**config.mk**
```make
export PLATFORM = sky130hd
export DESIGN_NAME = partially_mapped_crossover_row_core
export DESIGN_NICKNAME = d
export VERILOG_FILES = /design/src/rtl/core/pmx_pkg.sv /design/src/rtl/core/pmx_cell.sv /design/src/rtl/core/pmx_ctrl.sv /design/src/rtl/core/partially_mapped_crossover_row_core.sv
export SDC_FILE = /design/constraint.sdc
export NUM_CORES = 1
export LEC_CHECK = 0
export BUFFER_PORTS_ARGS = -buffer_cell sky130_fd_sc_hd__clkbuf_2
export CORE_ASPECT_RATIO = 1.1
export CORE_UTILIZATION = 40
export CTS_CLUSTER_DIAMETER = 200
export DETAILED_ROUTE_END_ITERATION = 8
export GPL_TIMING_DRIVEN = 0
export HOLD_SLACK_MARGIN = 0.02
export PLACE_DENSITY = 0.56
export SYNTH_ARGS = -nofsm -noshare
export SYNTH_HDL_FRONTEND = slang
export SYNTH_SLANG_ARGS = --single-unit
```
**constraint.sdc**
```tcl
create_clock -name aclk -period 3.76 [get_ports aclk]
set_input_delay 0.188 -clock aclk [delete_from_list [all_inputs] [get_ports aclk]]
set_output_delay 0.188 -clock aclk [all_outputs]
set_load 0.05 [all_outputs]
```
**src/rtl/core/pmx_pkg.sv**
```systemverilog
`timescale 1ns / 1ps
// ----------------------------------------------------------------------------
// pmx_pkg
// Shared widths, word types and control types for the PMX crossover core.
// ----------------------------------------------------------------------------
package pmx_pkg;

    localparam int ROW_LEN    = 9;
    localparam int VALUE_BITS = 4;
    localparam int ROW_W      = ROW_LEN * VALUE_BITS;
    localparam int CUT_W      = 4;
    localparam int STEP_W     = $clog2(ROW_LEN);

    typedef struct packed {
        logic [ROW_W-1:0] first_row;
        logic [ROW_W-1:0] second_row;
        logic [CUT_W-1:0] cut_a;
        logic [CUT_W-1:0] cut_b;
    } pmx_in_t;

    typedef struct packed {
        logic [ROW_W-1:0] child_row;
        logic             invalid;
    } pmx_out_t;

    // one position of the parent pair as it travels round the ring
    typedef struct packed {
        logic [VALUE_BITS-1:0] p1;
        logic [VALUE_BITS-1:0] p2;
        logic                  seg;
    } pmx_lane_t;

    typedef struct packed {
        logic load;
        logic eval;
        logic first_round;
        logic self_step;
    } pmx_ctl_t;

    typedef enum logic [1:0] {
        ST_IDLE,
        ST_RUN,
        ST_DRAIN
    } pmx_state_t;

endpackage

```
**src/rtl/core/pmx_cell.sv**
```systemverilog
`timescale 1ns / 1ps
// ----------------------------------------------------------------------------
// pmx_cell
// One ring position: holds its own parent pair, checks the pairs passing by
// for repeats and missing values, and chases its working value through the
// segment mapping.
// ----------------------------------------------------------------------------
module pmx_cell import pmx_pkg::*; (
    input  logic                  aclk,
    input  pmx_ctl_t              ctl,
    input  pmx_lane_t             own_in,
    input  pmx_lane_t             next_in,
    output pmx_lane_t             lane_out,
    output logic [VALUE_BITS-1:0] p1_out,
    output logic [VALUE_BITS-1:0] child_out,
    output logic                  bad_out
);

    pmx_lane_t             own_reg,   own_next;
    pmx_lane_t             lane_reg,  lane_next;
    logic [VALUE_BITS-1:0] work_reg,  work_next;
    logic                  dup_reg,   dup_next;
    logic                  found_reg, found_next;

    always_comb begin
        own_next   = own_reg;
        lane_next  = lane_reg;
        work_next  = work_reg;
        dup_next   = dup_reg;
        found_next = found_reg;
        if (ctl.load) begin
            own_next   = own_in;
            lane_next  = own_in;
            work_next  = own_in.p2;
            dup_next   = 1'b0;
            found_next = 1'b0;
        end else if (ctl.eval) begin
            lane_next = next_in;
            if (ctl.first_round) begin
                if (!ctl.self_step && (lane_reg.p1 == own_reg.p1 ||
                                       lane_reg.p2 == own_reg.p2)) begin
                    dup_next = 1'b1;
                end
                if (lane_reg.p1 == own_reg.p2) begin
                    found_next = 1'b1;
                end
            end
            // follow the mapping while the value sits in the first parent's segment
            if (lane_reg.seg && lane_reg.p1 == work_reg) begin
                work_next = lane_reg.p2;
            end
        end
    end

    always_ff @(posedge aclk) begin
        own_reg   <= own_next;
        lane_reg  <= lane_next;
        work_reg  <= work_next;
        dup_reg   <= dup_next;
        found_reg <= found_next;
    end

    assign lane_out  = lane_reg;
    assign p1_out    = own_reg.p1;
    assign child_out = own_reg.seg ? own_reg.p1 : work_reg;
    assign bad_out   = dup_reg | ~found_reg;

endmodule

```
**src/rtl/core/pmx_ctrl.sv**
```systemverilog
`timescale 1ns / 1ps
// ----------------------------------------------------------------------------
// pmx_ctrl
// Sequencer for the cell ring: loads a word, runs full rotations of the ring
// and hands the result to the output register.
// ----------------------------------------------------------------------------
module pmx_ctrl import pmx_pkg::*; (
    input  logic     aclk,
    input  logic     aresetn,
    input  logic     in_valid,
    output logic     in_ready,
    input  logic     out_free,
    output logic     out_load,
    output pmx_ctl_t ctl
);

    localparam logic [STEP_W-1:0] LAST = STEP_W'(ROW_LEN - 1);

    pmx_state_t        state_reg, state_next;
    logic [STEP_W-1:0] step_reg,  step_next;
    logic [STEP_W-1:0] round_reg, round_next;

    always_ff @(posedge aclk) begin
        if (!aresetn) begin
            state_reg <= ST_IDLE;
            step_reg  <= '0;
            round_reg <= '0;
        end else begin
            state_reg <= state_next;
            step_reg  <= step_next;
            round_reg <= round_next;
        end
    end

    always_comb begin
        state_next = state_reg;
        step_next  = step_reg;
        round_next = round_reg;
        in_ready   = 1'b0;
        out_load   = 1'b0;
        ctl        = '0;
        ctl.first_round = (round_reg == '0);
        ctl.self_step   = (step_reg == '0);
        case (state_reg)
            ST_IDLE: begin
                // hold off the input while reset is held
                in_ready = aresetn;
                if (in_valid && aresetn) begin
                    ctl.load   = 1'b1;
                    step_next  = '0;
                    round_next = '0;
                    state_next = ST_RUN;
                end
            end
            ST_RUN: begin
                ctl.eval = 1'b1;
                if (step_reg == LAST) begin
                    step_next  = '0;
                    round_next = round_reg + 1'b1;
                    if (round_reg == LAST) begin
                        state_next = ST_DRAIN;
                    end
                end else begin
                    step_next = step_reg + 1'b1;
                end
            end
            ST_DRAIN: begin
                // hold until the output register can take the word
                if (out_free) begin
                    out_load   = 1'b1;
                    state_next = ST_IDLE;
                end
            end
            default: begin
                state_next = ST_IDLE;
            end
        endcase
    end

endmodule

```
**src/rtl/core/partially_mapped_crossover_row_core.sv**
```systemverilog
`timescale 1ns / 1ps
// ----------------------------------------------------------------------------
// partially_mapped_crossover_row_core
// An accepted word is loaded into the ring, then the ROW_LEN-cell ring runs
// ROW_LEN full rotations, one shift per cycle, and the drain state waits for
// the output register; no new word is taken until the result is handed over.
// The output register holds a finished word while the next one is taken.
// Reset (aresetn low, synchronous) clears the sequencer and m_valid only.
// ----------------------------------------------------------------------------
module partially_mapped_crossover_row_core import pmx_pkg::*; (
    input  logic     aclk,
    input  logic     aresetn,
    input  logic     s_valid,
    output logic     s_ready,
    input  pmx_in_t  s_word,
    output logic     m_valid,
    input  logic     m_ready,
    output pmx_out_t m_word
);

    localparam logic [CUT_W-1:0] CUT_MAX = CUT_W'(ROW_LEN - 1);

    pmx_ctl_t              ctl;
    logic                  out_load;
    logic                  out_free;
    logic [CUT_W-1:0]      cut_a_sat, cut_b_sat, cut_lo, cut_hi;
    pmx_lane_t             own_in   [ROW_LEN];
    pmx_lane_t             lane_out [ROW_LEN];
    logic [VALUE_BITS-1:0] p1_val   [ROW_LEN];
    logic [VALUE_BITS-1:0] ch_val   [ROW_LEN];
    logic [ROW_LEN-1:0]    bad_vec;
    logic [ROW_W-1:0]      child_row, first_row;

    logic     m_valid_reg, m_valid_next;
    pmx_out_t m_word_reg,  m_word_next;

    assign cut_a_sat = (s_word.cut_a > CUT_MAX) ? CUT_MAX : s_word.cut_a;
    assign cut_b_sat = (s_word.cut_b > CUT_MAX) ? CUT_MAX : s_word.cut_b;
    assign cut_lo    = (cut_a_sat < cut_b_sat) ? cut_a_sat : cut_b_sat;
    assign cut_hi    = (cut_a_sat < cut_b_sat) ? cut_b_sat : cut_a_sat;

    assign out_free = ~m_valid_reg | m_ready;

    pmx_ctrl u_ctrl (
        .aclk     (aclk),
        .aresetn  (aresetn),
        .in_valid (s_valid),
        .in_ready (s_ready),
        .out_free (out_free),
        .out_load (out_load),
        .ctl      (ctl)
    );

    for (genvar j = 0; j < ROW_LEN; j++) begin : g_cell
        assign own_in[j].p1  = s_word.first_row[j*VALUE_BITS +: VALUE_BITS];
        assign own_in[j].p2  = s_word.second_row[j*VALUE_BITS +: VALUE_BITS];
        assign own_in[j].seg = (CUT_W'(j) >= cut_lo) && (CUT_W'(j) <= cut_hi);

        pmx_cell u_cell (
            .aclk      (aclk),
            .ctl       (ctl),
            .own_in    (own_in[j]),
            .next_in   (lane_out[(j + 1) % ROW_LEN]),
            .lane_out  (lane_out[j]),
            .p1_out    (p1_val[j]),
            .child_out (ch_val[j]),
            .bad_out   (bad_vec[j])
        );

        assign child_row[j*VALUE_BITS +: VALUE_BITS] = ch_val[j];
        assign first_row[j*VALUE_BITS +: VALUE_BITS] = p1_val[j];
    end

    always_comb begin
        m_valid_next = m_valid_reg;
        m_word_next  = m_word_reg;
        if (out_load) begin
            m_valid_next        = 1'b1;
            m_word_next.invalid = |bad_vec;
            m_word_next.child_row = (|bad_vec) ? first_row : child_row;
        end else if (m_ready) begin
            m_valid_next = 1'b0;
        end
    end

    always_ff @(posedge aclk) begin
        if (!aresetn) begin
            m_valid_reg <= 1'b0;
        end else begin
            m_valid_reg <= m_valid_next;
        end
        m_word_reg <= m_word_next;
    end

    assign m_valid = m_valid_reg;
    assign m_word  = m_word_reg;

endmodule

```
==> results by group <==
Setup path
  – Slowest stage cell, crit path: clkbuf_1
  – CP max stage delay: about 0.94 ns
  – Nature of the critical path endpoint: register
  – WP buf/inv: 1
  – Crit-path leading delay family: buffers and inverters
  – Critical path peak fanout: 10
  – Arr. time, crit path: around 3.5 ns
  – Worst-path cell chain: nor2b_1 > clkbuf_1 > nand3_1 > o41ai_1
  – CP Class: reg2reg
  – Crit path launch type: register
  – Worst Path Required: approximately 3.9 ns

Clock network
  – Worst skew pair latency: 0.55 ns
  – CTS sink count: 264
  – Post-cts repair resize count: 0
  – Clock Path Buffers: 3
  – CTS tree: built
  – CTS Root Cell: clkbuf_16
  – H-tree depth: 1
  – Num CTS Buffers: 28
  – Clk pin slew, worst setup/hold paths: around 0.060 ns

Finish
  – Final Non-Filler Cells: 1616
  – Final Util: 50.3%
  – ANT cells: 0
  – Nets: between 1000 and 1500
  – Share of layout cells above drive strength 1: roughly a fifth
  – Fillers: approximately 2700
  – Cell area after layout: ~15000 um^2
  – Max reg flops: 81
  – Synth-to-Final Area Change: 23.3%

Floorplanning
  – Die ar.: 30800 um^2
  – Core Region: between 20000 and 30000 um^2
  – Die W: between 150 and 200 um
  – Io pins: ~120
  – Initial Util: 40.8%
  – Number of core rows: 66
  – Chip Height: between 150 and 200 um

GRT
  – GRT Resource Usage Total: between 20% and 30%
  – First-pass GRT wire length: between 40 and 50 mm
  – Total grt overflow: 0
  – Vias in the first global route: approximately 8300
  – Initial antenna violation count: 1
  – Largest net degree at the start of global routing: between 40 and 50

STA
  – Final hold vios: 0
  – Layout Skew: 0.00843 ns
  – Max Clk Rate: approximately 300 MHz
  – Final period util: between 80% and 90%
  – Hold slack: about 0.17 ns
  – Setup violations, final: 0
  – Slew Limit Fails: 0
  – Worst-Margin Slew: approximately 1.2 ns
  – RSZ-0062 raised after global routing: no
  – Crit path time final: 3.34 ns
  – Relative slew margins: around a fifth
  – Setup ws final: 0.421 ns

Logic synthesis
  – Yosys top cell area share: a little under 60%
  – Cell count after synthesis: 992
  – Cell taking the most area after synthesis: edfxtp_1
  – Avg Synthesized Cell Area: roughly 12 um^2
  – Post-synth EDFFs: 235
  – Post-synth top cells: 278 x nand2_1, 235 x edfxtp_1, 98 x xor2_1
  – Mapped Area: 12000 um^2
  – Ys Warns: 0
  – Count leader, synth: nand2_1
  – Ys flop type: edfxtp_1
  – #FFs+latches synth: roughly 260
  – Post-synthesis sequential area ratio: a little under two thirds
  – Syn_nets: between 1000 and 1500
  – Synth top area cells: edfxtp_1 59%, nand2_1 8.7%, xor2_1 7.1%
  – Yosys cell types: 64
  – Ys async rst share: 0%

Routing
  – DRT antenna net count: 0
  – Via count: roughly 8000
  – WL/cell: around 20 um
  – WL final: ~32 mm
  – Remaining DRCs: 0
  – DR iter-0 viols: roughly 620
  – Vias per cell: between 5 and 6
  – Drt first pass iters: 4

Run
  – Number of max-cap violations: 0

Place
  – Setup slack at placement: a little over 0.4 ns
  – Port buffer count: 122
  – DP Wirelength: ~23 mm
  – Placed cell area: around 13000 um^2
  – GP Congestion: 0.817
  – Dpl cells: between 1000 and 1500

Run status
  – Outcome: finished, final reports clean

Hold path
  – Min-Delay Path Class: in2reg

Pwr
  – Leak: 0.00586 uW
  – Max VDD drop: 0.341 mV
  – PwrDens: between 400 and 500 nW/um^2
-- timing repair --
action	in CTS	in global routing
endpoints found under the hold margin	177	0
buffers inserted	0	0
hold buffers	75	0
-- cells by family (layout without fill, tap and decap cells) --
family                     count (synthesis)  count (layout)  share of synthesized area, %
muxes                                     39              39                          3.63
DFF                                      264             264                          63.4
buffers and inverters                     41             291                          1.51
xor gates and xnor gates                 146             146                          10.6
and+or+nand+nor                          411             411                          15.0
adders and majority gates                  7               7                         0.727
AOI/OAI and AO/OA                         84              84                          5.14
-- cell usage in the layout (no fill, tap or decap), drive strengths merged, types with 2 or more instances in the layout --
| master | Yosys | layout |
|---|---|---|
| a21oi | 30 | 30 |
| nor4 | 10 | 10 |
| dlygate4sd3 | 0 | 75 |
| and2 | 2 | 2 |
| xor2 | 98 | 98 |
| dfxtp | 29 | 29 |
| edfxtp | 235 | 235 |
| nand2 | 279 | 279 |
| nor2b | 9 | 9 |
| a211oi | 2 | 2 |
| a21boi | 4 | 4 |
| clkinv | 0 | 4 |
| clkbuf | 16 | 182 |
| o211ai | 2 | 2 |
| bufinv | 0 | 2 |
| nand2b | 8 | 8 |
| o41ai | 18 | 18 |
| xnor2 | 48 | 48 |
| o21ai | 9 | 9 |
| nand4 | 11 | 11 |
| o31ai | 6 | 6 |
| mux2 | 38 | 38 |
| nor2 | 55 | 55 |
| nor3 | 8 | 8 |
| buf | 12 | 15 |
| nand3 | 21 | 21 |
| nand4bb | 2 | 2 |
| a31oi | 2 | 2 |
| a2bb2oi | 2 | 2 |
| inv | 13 | 13 |
| ha | 7 | 7 |
-- area by class of cell --
| type | count | area, um^2 | area share [%] |
|---|---|---|---|
| clock inverters | 6 | 91.3 | 0.615 |
| plain buffers | 28 | 135 | 0.909 |
| flip-flops and latches | 264 | 7640 | 51.4 |
| multi-input cells | 687 | 4240 | 28.5 |
| clock buffers | 44 | 811 | 5.46 |
| well taps | 374 | 468 | 3.15 |
| repair buffers | 200 | 1430 | 9.62 |
| inverters | 13 | 51.3 | 0.345 |
-- stage by stage --
stage,total power [uW],setup TNS (ns)
floorplan,4090,0
global placement,4390,-54.28
detailed placement,4400,0
CTS,7190,0
global route,7390,0
finish,7130,0
-- power breakdown --
| group | switching (uW) | total [uW] | internal (uW) | leakage, uW |
|---|---|---|---|---|
| Clock | 1130 | 2740 | 1610 | 0.000441 |
| Sequential | 169 | 3610 | 3440 | 0.00245 |
| Combinational | 464 | 794 | 329 | 0.00297 |
-- metal layers --
layer / global-route usage [%] / vias up / wire length (um)
met3: 2.95 / 34 / 1480
met2: 37.3 / 205 / 16200
li1: - / 3959 / -
met4: 5.87 / 0 / 608
met1: 27.7 / 3960 / 14200
met5: 0 / - / 0
-- tightest hold or removal path: stages --
cell	delay, ns
clkbuf_2	0.10
nand3b_1	0.08
a21oi_1	0.10
nand2_1	0.09
xor2_1	0.06
nor2_1	0.07
-- final timing paths --
kind / start / endpoint / slack, ns / cells after the start
min: s_valid / u_ctrl.round_reg[2]$_SDFFE_PN0P_ / 0.17 / 6
max: u_ctrl.state_reg[0]$_SDFFE_PN0P_ / g_cell[6].u_cell.work_reg[0]$_DFFE_PP_ / 0.42 / 4
max reg2reg: u_ctrl.state_reg[0]$_SDFFE_PN0P_ / g_cell[6].u_cell.work_reg[0]$_DFFE_PP_ / 0.42 / 4
min reg2reg: g_cell[1].u_cell.found_reg$_SDFFE_PP0P_ / g_cell[1].u_cell.found_reg$_SDFFE_PP0P_ / 0.46 / 2
No activity file was read; power rests on OpenSTA's default activity.
